### src/rtl/wcb_pkg.sv
// shared types, constants and the control store for the weld current boost block
`timescale 1ns / 1ps

package wcb_pkg;

    // field widths
    localparam int TIME_W   = 32;
    localparam int SAMPLE_W = 12;
    localparam int THR_W    = 12;
    localparam int CMP_W    = (SAMPLE_W > THR_W) ? SAMPLE_W : THR_W;
    localparam int PCT_W    = 7;
    localparam int HSMS_W   = 16;
    localparam int AMP_W    = 8;
    localparam int CFG_IDX_W  = 3;
    localparam int CFG_DATA_W = 16;

    // shared multiplier and accumulator width
    localparam int MUL_W  = 24;
    localparam int PROD_W = 2 * MUL_W;

    // current limits and duty span
    localparam logic [AMP_W-1:0] AMP_MIN  = 8'd10;
    localparam logic [AMP_W-1:0] AMP_MAX  = 8'd220;
    localparam logic [AMP_W-1:0] PCT_BASE = 8'd100;

    // reciprocal of 10000: exact floor for products below 2^24
    localparam logic [MUL_W-1:0] RECIP_10K = 24'd13743896;
    localparam int               SHIFT_10K = 37;
    // reciprocal of 210: exact floor for products below 2^16
    localparam logic [MUL_W-1:0] RECIP_210 = 24'd79892;
    localparam int               SHIFT_210 = 24;

    // configuration register indexes
    typedef enum logic [CFG_IDX_W-1:0] {
        CFG_TIG_MODE        = 3'd0,
        CFG_HOT_START_PCT   = 3'd1,
        CFG_ARC_FORCE_PCT   = 3'd2,
        CFG_STICK_THRESHOLD = 3'd3,
        CFG_WELD_THRESHOLD  = 3'd4,
        CFG_HOT_START_MS    = 3'd5,
        CFG_DUTY_FULL_SCALE = 3'd6
    } cfg_index_t;

    // arc classification
    typedef enum logic [1:0] {
        ARC_IDLE  = 2'd0,
        ARC_WELD  = 2'd1,
        ARC_STICK = 2'd2
    } arc_state_t;

    // datapath operations
    typedef enum logic [2:0] {
        OP_NONE     = 3'd0,
        OP_MUL_HS   = 3'd1,
        OP_MUL_AF   = 3'd2,
        OP_MUL_R10K = 3'd3,
        OP_MUL_FS   = 3'd4,
        OP_MUL_R210 = 3'd5
    } dp_op_t;

    localparam int STEP_W = 3;
    localparam logic [STEP_W-1:0] STEP_FIRST = 3'd0;
    localparam logic [STEP_W-1:0] STEP_EMIT  = 3'd5;

    // one control word
    typedef struct packed {
        dp_op_t            op;
        logic              upd;
        logic              jmp_hot;
        logic [STEP_W-1:0] target;
        logic              emit;
    } ucode_t;

    localparam ucode_t UC_IDLE = '{op: OP_NONE, upd: 1'b0, jmp_hot: 1'b0,
                                   target: STEP_FIRST, emit: 1'b0};

    // sequencer status towards the datapath and the output stage
    typedef struct packed {
        logic              busy;
        logic              fire;
        logic [STEP_W-1:0] step;
        ucode_t            uc;
    } seq_out_t;

    // per tick arc information
    typedef struct packed {
        arc_state_t state;
        logic       boosted;
    } arc_info_t;

    typedef struct packed {
        logic [TIME_W-1:0]   now_ms;
        logic [SAMPLE_W-1:0] arc_sample;
        logic [AMP_W-1:0]    set_current;
        logic                overheat;
    } in_item_t;

    typedef struct packed {
        logic             pwm_on;
        logic [AMP_W-1:0] duty;
        logic             duty_written;
        logic [1:0]       arc_state;
        logic             boost_active;
    } out_item_t;

    // control store
    function automatic ucode_t ucode_rom(input logic [STEP_W-1:0] step);
        ucode_t w;
        w = UC_IDLE;
        case (step)
            3'd0:
            begin
                w.op      = OP_MUL_HS;
                w.upd     = 1'b1;
                w.jmp_hot = 1'b1;
                w.target  = STEP_EMIT;
            end
            3'd1: w.op = OP_MUL_AF;
            3'd2: w.op = OP_MUL_R10K;
            3'd3: w.op = OP_MUL_FS;
            3'd4: w.op = OP_MUL_R210;
            default: w.emit = 1'b1;
        endcase
        return w;
    endfunction

endpackage

### src/rtl/weld_current_boost_pwm.sv
// weld current controller top level: config registers, item and result stages
// a new tick is taken only while idle or as the result step hands its result on; the single
// shared multiplier is walked through five control store steps plus the result step, and
// overheat jumps from the first step straight to the result step
// reset: asynchronous active low, config to defaults, hot start armed, no result held
`timescale 1ns / 1ps

module weld_current_boost_pwm (
    input  logic                                clk,
    input  logic                                rst_n,
    input  logic                                in_valid,
    output logic                                in_stall,
    input  wcb_pkg::in_item_t                   in_data,
    output logic                                out_valid,
    input  logic                                out_stall,
    output wcb_pkg::out_item_t                  out_data,
    input  logic                                cfg_valid,
    output logic                                cfg_ready,
    input  logic [wcb_pkg::CFG_IDX_W-1:0]       cfg_index,
    input  logic [wcb_pkg::CFG_DATA_W-1:0]      cfg_data
);
    import wcb_pkg::*;

    logic              tig_reg;
    logic [PCT_W-1:0]  hs_pct_reg, af_pct_reg;
    logic [THR_W-1:0]  stick_reg, weld_reg;
    logic [HSMS_W-1:0] hs_ms_reg;
    logic [AMP_W-1:0]  fs_reg;

    in_item_t  item_reg;
    out_item_t out_reg, out_next;
    logic      out_valid_reg, out_valid_next;

    seq_out_t         seq_st;
    arc_info_t        info;
    logic [MUL_W-1:0] acc;
    logic             in_xfer, out_free;

    // handshakes
    assign out_free  = ~out_valid_reg | ~out_stall;
    assign in_stall  = seq_st.busy & ~seq_st.fire;
    assign in_xfer   = in_valid & ~in_stall;
    assign cfg_ready = 1'b1;
    assign out_valid = out_valid_reg;
    assign out_data  = out_reg;

    // configuration registers
    always_ff @(posedge clk or negedge rst_n)
    begin
        if (!rst_n)
        begin
            tig_reg    <= 1'b0;
            hs_pct_reg <= 7'd25;
            af_pct_reg <= 7'd20;
            stick_reg  <= 12'd1241;
            weld_reg   <= 12'd2358;
            hs_ms_reg  <= 16'd1000;
            fs_reg     <= 8'd210;
        end
        else if (cfg_valid && cfg_ready)
        begin
            case (cfg_index)
                CFG_TIG_MODE:        tig_reg    <= cfg_data[0];
                CFG_HOT_START_PCT:   hs_pct_reg <= cfg_data[PCT_W-1:0];
                CFG_ARC_FORCE_PCT:   af_pct_reg <= cfg_data[PCT_W-1:0];
                CFG_STICK_THRESHOLD: stick_reg  <= cfg_data[THR_W-1:0];
                CFG_WELD_THRESHOLD:  weld_reg   <= cfg_data[THR_W-1:0];
                CFG_HOT_START_MS:    hs_ms_reg  <= cfg_data[HSMS_W-1:0];
                CFG_DUTY_FULL_SCALE: fs_reg     <= cfg_data[AMP_W-1:0];
                default: ;
            endcase
        end
    end

    // input item held for the whole tick
    always_ff @(posedge clk)
    begin
        if (in_xfer)
            item_reg <= in_data;
    end

    wcb_seq u_seq (
        .clk      (clk),
        .rst_n    (rst_n),
        .start    (in_xfer),
        .hot      (item_reg.overheat),
        .out_free (out_free),
        .sts      (seq_st)
    );

    wcb_arc u_arc (
        .clk             (clk),
        .rst_n           (rst_n),
        .upd             (seq_st.uc.upd),
        .tig_mode        (tig_reg),
        .stick_threshold (stick_reg),
        .weld_threshold  (weld_reg),
        .hot_start_ms    (hs_ms_reg),
        .arc_sample      (item_reg.arc_sample),
        .now_ms          (item_reg.now_ms),
        .info            (info)
    );

    wcb_dp u_dp (
        .clk               (clk),
        .op                (seq_st.uc.op),
        .set_current       (item_reg.set_current),
        .info              (info),
        .hot_start_percent (hs_pct_reg),
        .arc_force_percent (af_pct_reg),
        .duty_full_scale   (fs_reg),
        .acc               (acc)
    );

    // result assembly
    always_comb
    begin
        out_next.pwm_on       = ~item_reg.overheat;
        out_next.duty         = item_reg.overheat ? '0 : acc[AMP_W-1:0];
        out_next.duty_written = ~item_reg.overheat;
        out_next.arc_state    = 2'(info.state);
        out_next.boost_active = info.boosted;
        if (seq_st.fire)
            out_valid_next = 1'b1;
        else
            out_valid_next = out_valid_reg & out_stall;
    end

    // result register
    always_ff @(posedge clk or negedge rst_n)
    begin
        if (!rst_n)
            out_valid_reg <= 1'b0;
        else
            out_valid_reg <= out_valid_next;
    end

    always_ff @(posedge clk)
    begin
        if (seq_st.fire)
            out_reg <= out_next;
    end

    // checks
    a_no_duty_when_stopped: assert property (@(posedge clk) disable iff (!rst_n)
        out_valid && !out_data.duty_written |-> out_data.duty == '0)
        else $error("duty not zero while pwm stopped");

    a_duty_within_scale: assert property (@(posedge clk) disable iff (!rst_n)
        out_valid && out_data.duty_written |-> out_data.duty <= fs_reg)
        else $error("duty above full scale");

    a_start_at_first_step: assert property (@(posedge clk) disable iff (!rst_n)
        in_valid && !in_stall |=> seq_st.busy && seq_st.step == STEP_FIRST)
        else $error("sequencer did not start at first step");

    a_fire_fills_output: assert property (@(posedge clk) disable iff (!rst_n)
        seq_st.fire |=> out_valid)
        else $error("result transfer lost");

endmodule

### src/rtl/wcb_seq.sv
// step counter and control store walk for one tick
`timescale 1ns / 1ps

module wcb_seq (
    input  logic             clk,
    input  logic             rst_n,
    input  logic             start,
    input  logic             hot,
    input  logic             out_free,
    output wcb_pkg::seq_out_t sts
);
    import wcb_pkg::*;

    logic              busy_reg, busy_next;
    logic [STEP_W-1:0] step_reg, step_next;
    ucode_t            uc;

    assign uc = ucode_rom(step_reg);

    // status towards the rest of the block
    always_comb
    begin
        sts.busy = busy_reg;
        sts.fire = busy_reg & uc.emit & out_free;
        sts.step = step_reg;
        sts.uc   = busy_reg ? uc : UC_IDLE;
    end

    // next step, with the overheat jump
    always_comb
    begin
        busy_next = busy_reg;
        step_next = step_reg;
        if (start)
        begin
            busy_next = 1'b1;
            step_next = STEP_FIRST;
        end
        else if (busy_reg)
        begin
            if (uc.emit)
            begin
                if (out_free)
                begin
                    busy_next = 1'b0;
                end
            end
            else if (uc.jmp_hot && hot)
            begin
                step_next = uc.target;
            end
            else
            begin
                step_next = step_reg + 1'b1;
            end
        end
    end

    always_ff @(posedge clk or negedge rst_n)
    begin
        if (!rst_n)
        begin
            busy_reg <= 1'b0;
            step_reg <= STEP_FIRST;
        end
        else
        begin
            busy_reg <= busy_next;
            step_reg <= step_next;
        end
    end

endmodule

### src/rtl/wcb_arc.sv
// arc classification and hot start timing
`timescale 1ns / 1ps

module wcb_arc (
    input  logic                         clk,
    input  logic                         rst_n,
    input  logic                         upd,
    input  logic                         tig_mode,
    input  logic [wcb_pkg::THR_W-1:0]    stick_threshold,
    input  logic [wcb_pkg::THR_W-1:0]    weld_threshold,
    input  logic [wcb_pkg::HSMS_W-1:0]   hot_start_ms,
    input  logic [wcb_pkg::SAMPLE_W-1:0] arc_sample,
    input  logic [wcb_pkg::TIME_W-1:0]   now_ms,
    output wcb_pkg::arc_info_t           info
);
    import wcb_pkg::*;

    logic              armed_reg, armed_next;
    arc_state_t        prev_reg;
    logic [TIME_W-1:0] began_reg, began_next;
    logic              timing_reg, timing_next;
    logic              boost_reg;

    arc_state_t        st;
    logic              armed0, start, expire;
    logic [TIME_W-1:0] elapsed;

    // classify the sample
    always_comb
    begin
        if (tig_mode)
            st = ARC_IDLE;
        else if (CMP_W'(arc_sample) < CMP_W'(stick_threshold))
            st = ARC_STICK;
        else if (CMP_W'(arc_sample) < CMP_W'(weld_threshold))
            st = ARC_WELD;
        else
            st = ARC_IDLE;
    end

    // hot start arm, start and expiry
    always_comb
    begin
        armed0      = armed_reg & ~tig_mode;
        start       = armed0 & (prev_reg == ARC_IDLE) & (st != ARC_IDLE);
        began_next  = start ? now_ms : began_reg;
        timing_next = timing_reg | start;
        elapsed     = now_ms - began_next;
        expire      = armed0 & timing_next & (elapsed >= TIME_W'(hot_start_ms));
        armed_next  = (armed0 & ~expire) | ((st == ARC_IDLE) & ~tig_mode);
    end

    // boost flag is the armed value seen before this tick's update
    always_comb
    begin
        info.state   = st;
        info.boosted = upd ? armed0 : boost_reg;
    end

    always_ff @(posedge clk or negedge rst_n)
    begin
        if (!rst_n)
        begin
            armed_reg  <= 1'b1;
            prev_reg   <= ARC_IDLE;
            began_reg  <= '0;
            timing_reg <= 1'b0;
            boost_reg  <= 1'b0;
        end
        else if (upd)
        begin
            armed_reg  <= armed_next;
            prev_reg   <= st;
            began_reg  <= began_next;
            timing_reg <= timing_next;
            boost_reg  <= armed0;
        end
    end

endmodule

### src/rtl/wcb_dp.sv
// shared multiplier datapath for the boosted current and duty
`timescale 1ns / 1ps

module wcb_dp (
    input  logic                        clk,
    input  wcb_pkg::dp_op_t             op,
    input  logic [wcb_pkg::AMP_W-1:0]   set_current,
    input  wcb_pkg::arc_info_t          info,
    input  logic [wcb_pkg::PCT_W-1:0]   hot_start_percent,
    input  logic [wcb_pkg::PCT_W-1:0]   arc_force_percent,
    input  logic [wcb_pkg::AMP_W-1:0]   duty_full_scale,
    output logic [wcb_pkg::MUL_W-1:0]   acc
);
    import wcb_pkg::*;

    logic [MUL_W-1:0]  acc_reg, acc_next;
    logic [MUL_W-1:0]  mul_a, mul_b;
    logic [PROD_W-1:0] prod;
    logic [AMP_W-1:0]  hs_gain, af_gain, clamped;

    assign acc = acc_reg;

    // gain factors and clamp of the boosted current
    always_comb
    begin
        hs_gain = PCT_BASE + (info.boosted ? AMP_W'(hot_start_percent) : '0);
        af_gain = PCT_BASE + ((info.state == ARC_STICK) ? AMP_W'(arc_force_percent) : '0);
        if (acc_reg < MUL_W'(AMP_MIN))
            clamped = AMP_MIN;
        else if (acc_reg > MUL_W'(AMP_MAX))
            clamped = AMP_MAX;
        else
            clamped = acc_reg[AMP_W-1:0];
    end

    // operand selection
    always_comb
    begin
        case (op)
            OP_MUL_HS:
            begin
                mul_a = MUL_W'(set_current);
                mul_b = MUL_W'(hs_gain);
            end
            OP_MUL_AF:
            begin
                mul_a = acc_reg;
                mul_b = MUL_W'(af_gain);
            end
            OP_MUL_R10K:
            begin
                mul_a = acc_reg;
                mul_b = RECIP_10K;
            end
            OP_MUL_FS:
            begin
                mul_a = MUL_W'(clamped - AMP_MIN);
                mul_b = MUL_W'(duty_full_scale);
            end
            OP_MUL_R210:
            begin
                mul_a = acc_reg;
                mul_b = RECIP_210;
            end
            default:
            begin
                mul_a = '0;
                mul_b = '0;
            end
        endcase
    end

    assign prod = mul_a * mul_b;

    // accumulator update
    always_comb
    begin
        case (op)
            OP_MUL_HS, OP_MUL_AF, OP_MUL_FS: acc_next = prod[MUL_W-1:0];
            OP_MUL_R10K: acc_next = MUL_W'(prod >> SHIFT_10K);
            OP_MUL_R210: acc_next = MUL_W'(prod >> SHIFT_210);
            default:     acc_next = acc_reg;
        endcase
    end

    always_ff @(posedge clk)
    begin
        acc_reg <= acc_next;
    end

endmodule

### config.mk
export PLATFORM = sky130hd
export DESIGN_NAME = weld_current_boost_pwm
export DESIGN_NICKNAME = d
export VERILOG_FILES = /design/src/rtl/wcb_pkg.sv /design/src/rtl/weld_current_boost_pwm.sv /design/src/rtl/wcb_seq.sv /design/src/rtl/wcb_arc.sv /design/src/rtl/wcb_dp.sv
export SDC_FILE = /design/constraint.sdc
export NUM_CORES = 1
export LEC_CHECK = 0
export ABC_AREA = 1
export BUFFER_PORTS_ARGS = -buffer_cell sky130_fd_sc_hd__buf_4
export CORE_ASPECT_RATIO = 0.8
export CORE_UTILIZATION = 50
export CTS_BUF_LIST = sky130_fd_sc_hd__clkbuf_8
export CTS_CLUSTER_SIZE = 25
export DETAILED_ROUTE_END_ITERATION = 6
export PLACE_DENSITY = 0.76
export SKIP_LAST_GASP = 1
export SLEW_MARGIN = 10
export SYNTH_ARGS = -nofsm -noshare
export SYNTH_HDL_FRONTEND = slang
export SYNTH_SLANG_ARGS = --single-unit
### constraint.sdc
create_clock -name clk -period 10.21 [get_ports clk]
set_clock_uncertainty 0.05 [all_clocks]
set_input_delay 2.042 -clock clk [delete_from_list [all_inputs] [get_ports clk]]
set_output_delay 2.042 -clock clk [all_outputs]
set_load 0.05 [all_outputs]
# --- After elaboration in Yosys (flattened, before gate mapping) ---
# Cells that the tools add are included.
totals:
  regBits: 194
  output_inout_bits: 16
  ramBits: 0
  latchBits: 0
  mem_bits_ro: 0
  mem_count: 0
op_classes:
  reduce_logical: 20
  mul: 1
  n_addsub: 5
  n_shift: 0
  order_cmp: 5
  div: 0
  n_bitwise: 22
  eq_ne: 16
  mux: 25
ops:
  columns: ["operator", "n"]
  rows:
  - ["$pmux 24 s3", 2]
  - ["$pmux 24 s5", 1]
  - ["$mul 24x24->48", 1]
  - ["$ge 32x16->1", 1]
  - ["$mux 32", 1]
  - ["$sub 32x32->32", 1]
  - ["$gt 24x8->1 const B", 1]
  - ["$lt 12x12->1", 2]
  - ["$lt 24x4->1 const B", 1]
  - ["$eq 3x2->1 const B", 6]
  - ["$eq 3x3->1 const B", 6]
  - ["$add 7x8->8 const A", 2]
  - ["$mux 8", 2]
  - ["$reduce_and 2->1", 8]
  - ["$pmux 3 s5", 1]
  - ["$mux 7", 2]
  - ["$and 1x1->1", 12]
  - ["$mux 3", 4]
  - ["$eq 3x1->1 const B", 3]
  - ["$mux 9", 1]
  - ["$sub 8x4->9 const B", 1]
  - ["$mux 1", 8]
  - ["$not 1->1", 7]
  - ["$logic_not 3->1", 2]
  - ["11 further kinds", 18]

# --- Depth between registers and ports, before layout ---
logic_depth:
  word_depth: 13
  depth_mapped: 49
  ltp_nobuf: 48

# --- Cells and area by module ---
# From an unflattened synthesis, not the netlist that was laid out.
unflattened:
  hier_cells: 3734
  hier_area_um2: 28858.9
modules_own_cells:
  columns: ["module", "n_inst", "area_per_inst_um2", "cells_per_inst"]
  rows:
  - ["wcb_dp", 1, 19024.5, 2523]
  - ["wcb_arc", 1, 4874.7, 782]
  - ["weld_current_boost_pwm", 1, 4594.4, 379]
  - ["wcb_seq", 1, 365.4, 50]

# --- Least setup slack after synthesis ---
# OpenSTA, ideal clock, no wires.
synth_path:
  kind: "reg-to-reg"
  start: "register stick_reg[7]"
  end: "register u_dp.acc_reg[9] (netlist: u_dp.acc[9]) (data pin)"
  t_arrival_ps: 7983
  stages_incl_launch_ff: 42
  period_less_slack_ps: 8298
  n_path_buf: 1
  t_required_ps: 9895
  path_slack_ps: 1912
  setup_ps: 265
  path_cell_list: "dfstp_2 > inv_1 > ha_1 > a21oi_1 > o21ai_0 > a21oi_1 > nand3_2 > inv_2 > nand2_1 > nand2_1 > nand2_1 > inv_1 > ha_1 > a221oi_1 > inv_2 > buf_2 > nand2_1 > inv_1 > [6 not listed] > inv_1 > fa_1 > fa_1 > fa_1 > inv_1 > ha_1 > a21oi_1 > nor2_1 > nor2_1 > a21boi_0 > o21ai_0 > a21oi_1 > inv_1 > nand2_1 > nand2_1 > or2_2 > nand3_1 > o211ai_1"
synth_lines:
  columns: ["item", "line_no", "source"]
  rows:
  - ["from (decl)", "weld_current_boost_pwm.sv:26", "logic [THR_W-1:0] stick_reg, weld_reg;"]
  - ["from (signal assigned)", "weld_current_boost_pwm.sv:66", "CFG_STICK_THRESHOLD: stick_reg <= cfg_data[THR_W-1:0];"]
  - ["to (signal assigned)", "wcb_dp.sv:88", "acc_reg <= acc_next;"]
  - ["to (decl)", "wcb_dp.sv:16", "logic [MUL_W-1:0] acc_reg, acc_next;"]

==> summary.md <==
| Metric | Value |
|---|---|
| Synthesized area per cell | 8.063 sq um |
| Layout cells sized above 1 | 7.384% |
| Root buf cell | clkbuf_8 |
| Crit path max-delay family | adder cells |
| Hold Path Class | flop to flop |
| Initial core utilization | 51.09% |
| Post-cts gate resize count | 0 |
| R2R depth | 39 |
| Buffers & Inverters on Critical Path | 9 |
| Die X | 265.6 um |
| Hold Buf Count CTS | 0 |
| Final worst-path setup slack | 604.3 ps |
| Overflow after GRT | 0 |
| Max clock buf depth | 2 |
| Crit path max fanout | 23 |
| CP dominant cell by count | nand2_1 |
| Number of flip-flops in the largest register | 53 |
| RSZ-0062 raised after global routing | no |
| Antenna Cells | 0 |
| Wirelength per Cell | 18.32 um |
| Port Buf Inserts | 91 |
| Dpl ws | 821.2 ps |
| All-Layer GR Usage | 29.10% |
| Critical R2R Capture | u_dp.acc[14] |
| CTS tree | done |
| Vias after detailed routing | 22746 |
| FF/Latch Area | 0.005335 sq mm |
| Reg2Reg Setup Slack | 600 ps |
| Synth async-reset ratio | 54.12% |
| Filler cell count | 5114 |
| Ys flop type | edfxtp_1 |
| Register area share after synthesis | 19.20% |
| Worst Path Arrival | 9820 ps |
| Critical path type | flop to flop |
| Die area | 0.05654 sq mm |
| Mapped Nets | 4222 |
| Worst-path clk slew | 140 ps |
| Final antenna-violating net count | 0 |
| CP Depth | 39 |
| Final Cycle Share | 94.08% |
| Tmin final | 9606 ps |
| Largest cells by area after synthesis | fa_1 (26%), ha_1 (15%), inv_1 (12%), edfxtp_1 (9.6%), nand2_1 (9.5%) |
| Synth-to-layout area growth | 7.469% |
| Synthesis warning total | 0 |
| Crit. End Element | flop |
| Yosys top cell area share | 26.08% |
| Min Hold Slack | 421.6 ps |
| Synthesized flop and latch total | 194 |
| Yosys cell types | 56 |
| Number of synthesized flops with an enable pin | 89 |
| TNS Setup | 0 ps |
| Fin nets | 4310 |
| Router iterations before antenna repair | 6 |
| Max Clk Rate | 104.1 MHz |
| CP startpoint | stick_reg[7] |
| Crit path to | u_dp.acc[14] |
| CP Launch Type | flop |
| Outcome | completed |
| Post-CTS Setup Repair Bufs | 0 |
| Setup violators final | 0 |
| First-pass GRT wire length | 125600 um |
| CTS Buf Count | 17 |
| Critical Path Max Stage Delay | 590 ps |
| R2r startpoint | stick_reg[7] |
| Largest net degree at the start of global routing | 81 |
| HPWL Detailed | 66040 um |
| Latest clock arrival within the worst-skew pair | 540 ps |
| Cell Rows | 76 |
| Rel. slew slack | 28.19% |
| Data required, critical path | 10420 ps |
| # DRC | 0 |
| Area of the mapped netlist | 0.02779 sq mm |
| Max_cap viols | 0 |
| Slowest cell on crit path | fa_1 |
| Placer Congestion | 1.011 |
| Antenna violations before repair | 0 |
| Via density | 5.303 |
| Layout Utilization | 54.91% |
| Synth Instances | 3447 |
| Final wirelength | 78570 um |
| Area of the multi-input gates | 0.01877 sq mm |
| Synth area leader | fa_1 |
| Clock sink count | 194 |
| Iteration-0 DRC Markers | 2426 |
| Final Hold Fails | 0 |
| Fin. max-slew vios | 0 |
| Slew @ Worst Pin | 1073 ps |
| Ports | 93 |
| H-tree levels | 4 |
| Die height | 212.9 um |
| Vias in the first global route | 22610 |
| CORE AREA | 0.05439 sq mm |
==> layer usage <==
layer / up-vias / track usage (%) / wire length (um) / share of wire [%]
met3: 93 / 9.711 / 9762 / 12
met4: 0 / 5.252 / 1215 / 1.5
met2: 1074 / 42.07 / 32330 / 41
li1: 10698 / - / - / -
met1: 10881 / 42.54 / 35260 / 45
met5: - / 0 / 0 / 0
==> how the worst min path moves through the flow <==
stage	start	to	slack, ps	depth (start not counted)
after floorplan	u_arc.timing_reg	u_arc.timing_reg	370	2
final	u_arc.timing_reg	u_arc.timing_reg	420	2
after detailed placement	u_arc.timing_reg	u_arc.timing_reg	400	2
after global routing	u_arc.timing_reg	u_arc.timing_reg	460	2
after CTS	u_arc.timing_reg	u_arc.timing_reg	420	2
after global placement	u_arc.timing_reg	u_arc.timing_reg	380	2
==> final cells by class <==
type	count	area share (%)
Clock buffer	17	0.7834
Timing Repair Buffer	126	3.167
Sequential cell	194	17.86
Inverter	915	11.50
Tap cell	741	3.104
Clock inverter	15	0.7289
Multi-Input combinational cell	2281	62.85
==> cell usage after synthesis (3+ instances only) <==
library cell  instances
buf_1                 4
o21ai_0             198
edfxtp_1             89
nand2_1             705
o21a_1                6
inv_1               900
clkbuf_1             27
ha_1                336
nand3_2               3
o21ai_1               6
nand4_1              18
nor2_1              227
clkinv_1              3
dfstp_2              28
a21boi_0              3
buf_6                 4
xor2_1               24
buf_2                20
fa_1                362
o21ai_2               3
a21o_1                8
o211ai_1              4
nor4_1                8
inv_2                12
o21bai_1             15
a21oi_1             120
nand3_1              97
xnor2_1              12
nor2_2                6
and3_1                3
a22oi_1               7
dfrtp_1              77
or2_2                12
nor3_1               24
a21oi_2              11
nand3b_1              9
nand2_2              16
a31oi_1              16
==> stage by stage <==
step	cells	cell area (sq um)
final	4289	29870
after floorplan	3447	27790
after global routing	4289	29870
after detailed placement	4257	29420
after CTS	4289	29870
after global placement	4257	29420
==> cell usage in the layout, fill, tap and decap left out, types with 4 or more instances in the layout <==
| cell type | n |
|---|---|
| a21oi_2 | 11 |
| o21ai_1 | 6 |
| nor2_4 | 5 |
| ha_1 | 336 |
| a21oi_1 | 120 |
| inv_2 | 12 |
| a21o_1 | 8 |
| a31oi_1 | 16 |
| xor2_1 | 24 |
| o211ai_1 | 4 |
| or2_2 | 12 |
| buf_4 | 126 |
| xnor2_1 | 12 |
| nor2_2 | 7 |
| inv_12 | 4 |
| o21a_1 | 6 |
| nand3b_1 | 9 |
| inv_1 | 900 |
| dfrtp_1 | 77 |
| o21bai_1 | 15 |
| clkinv_4 | 4 |
| nand2_1 | 704 |
| clkinv_8 | 6 |
| a22oi_1 | 7 |
| nor4_1 | 8 |
| nand3_1 | 97 |
| clkbuf_8 | 17 |
| nand4_1 | 18 |
| nand2_2 | 17 |
| edfxtp_1 | 89 |
| nor2_1 | 223 |
| nor3_1 | 24 |
| o21ai_0 | 198 |
| dfstp_2 | 28 |
| fa_1 | 362 |
==> tightest hold or removal path, cell delays in order, from the launching register on <==
cell and delay (ps):
dfrtp_1 340, inv_1 50, nand2_1 50
==> cells by family after synthesis <==
group | count (synthesis) | synth area share, %
other | 1 | 0.01349
multiplexers | 1 | 0.04052
AND/OR/NAND/NOR | 1134 | 16.75
adder cells (fa/ha/maj) | 698 | 41.20
flip-flops | 194 | 19.20
XOR/XNOR | 36 | 1.135
AO/OA/AOI/OAI | 411 | 8.311
buffers and inverters | 972 | 13.35
Power is left out: the tool's default activity adds up to more than one toggle a clock period on the data nets, which glitch-free logic cannot reach.
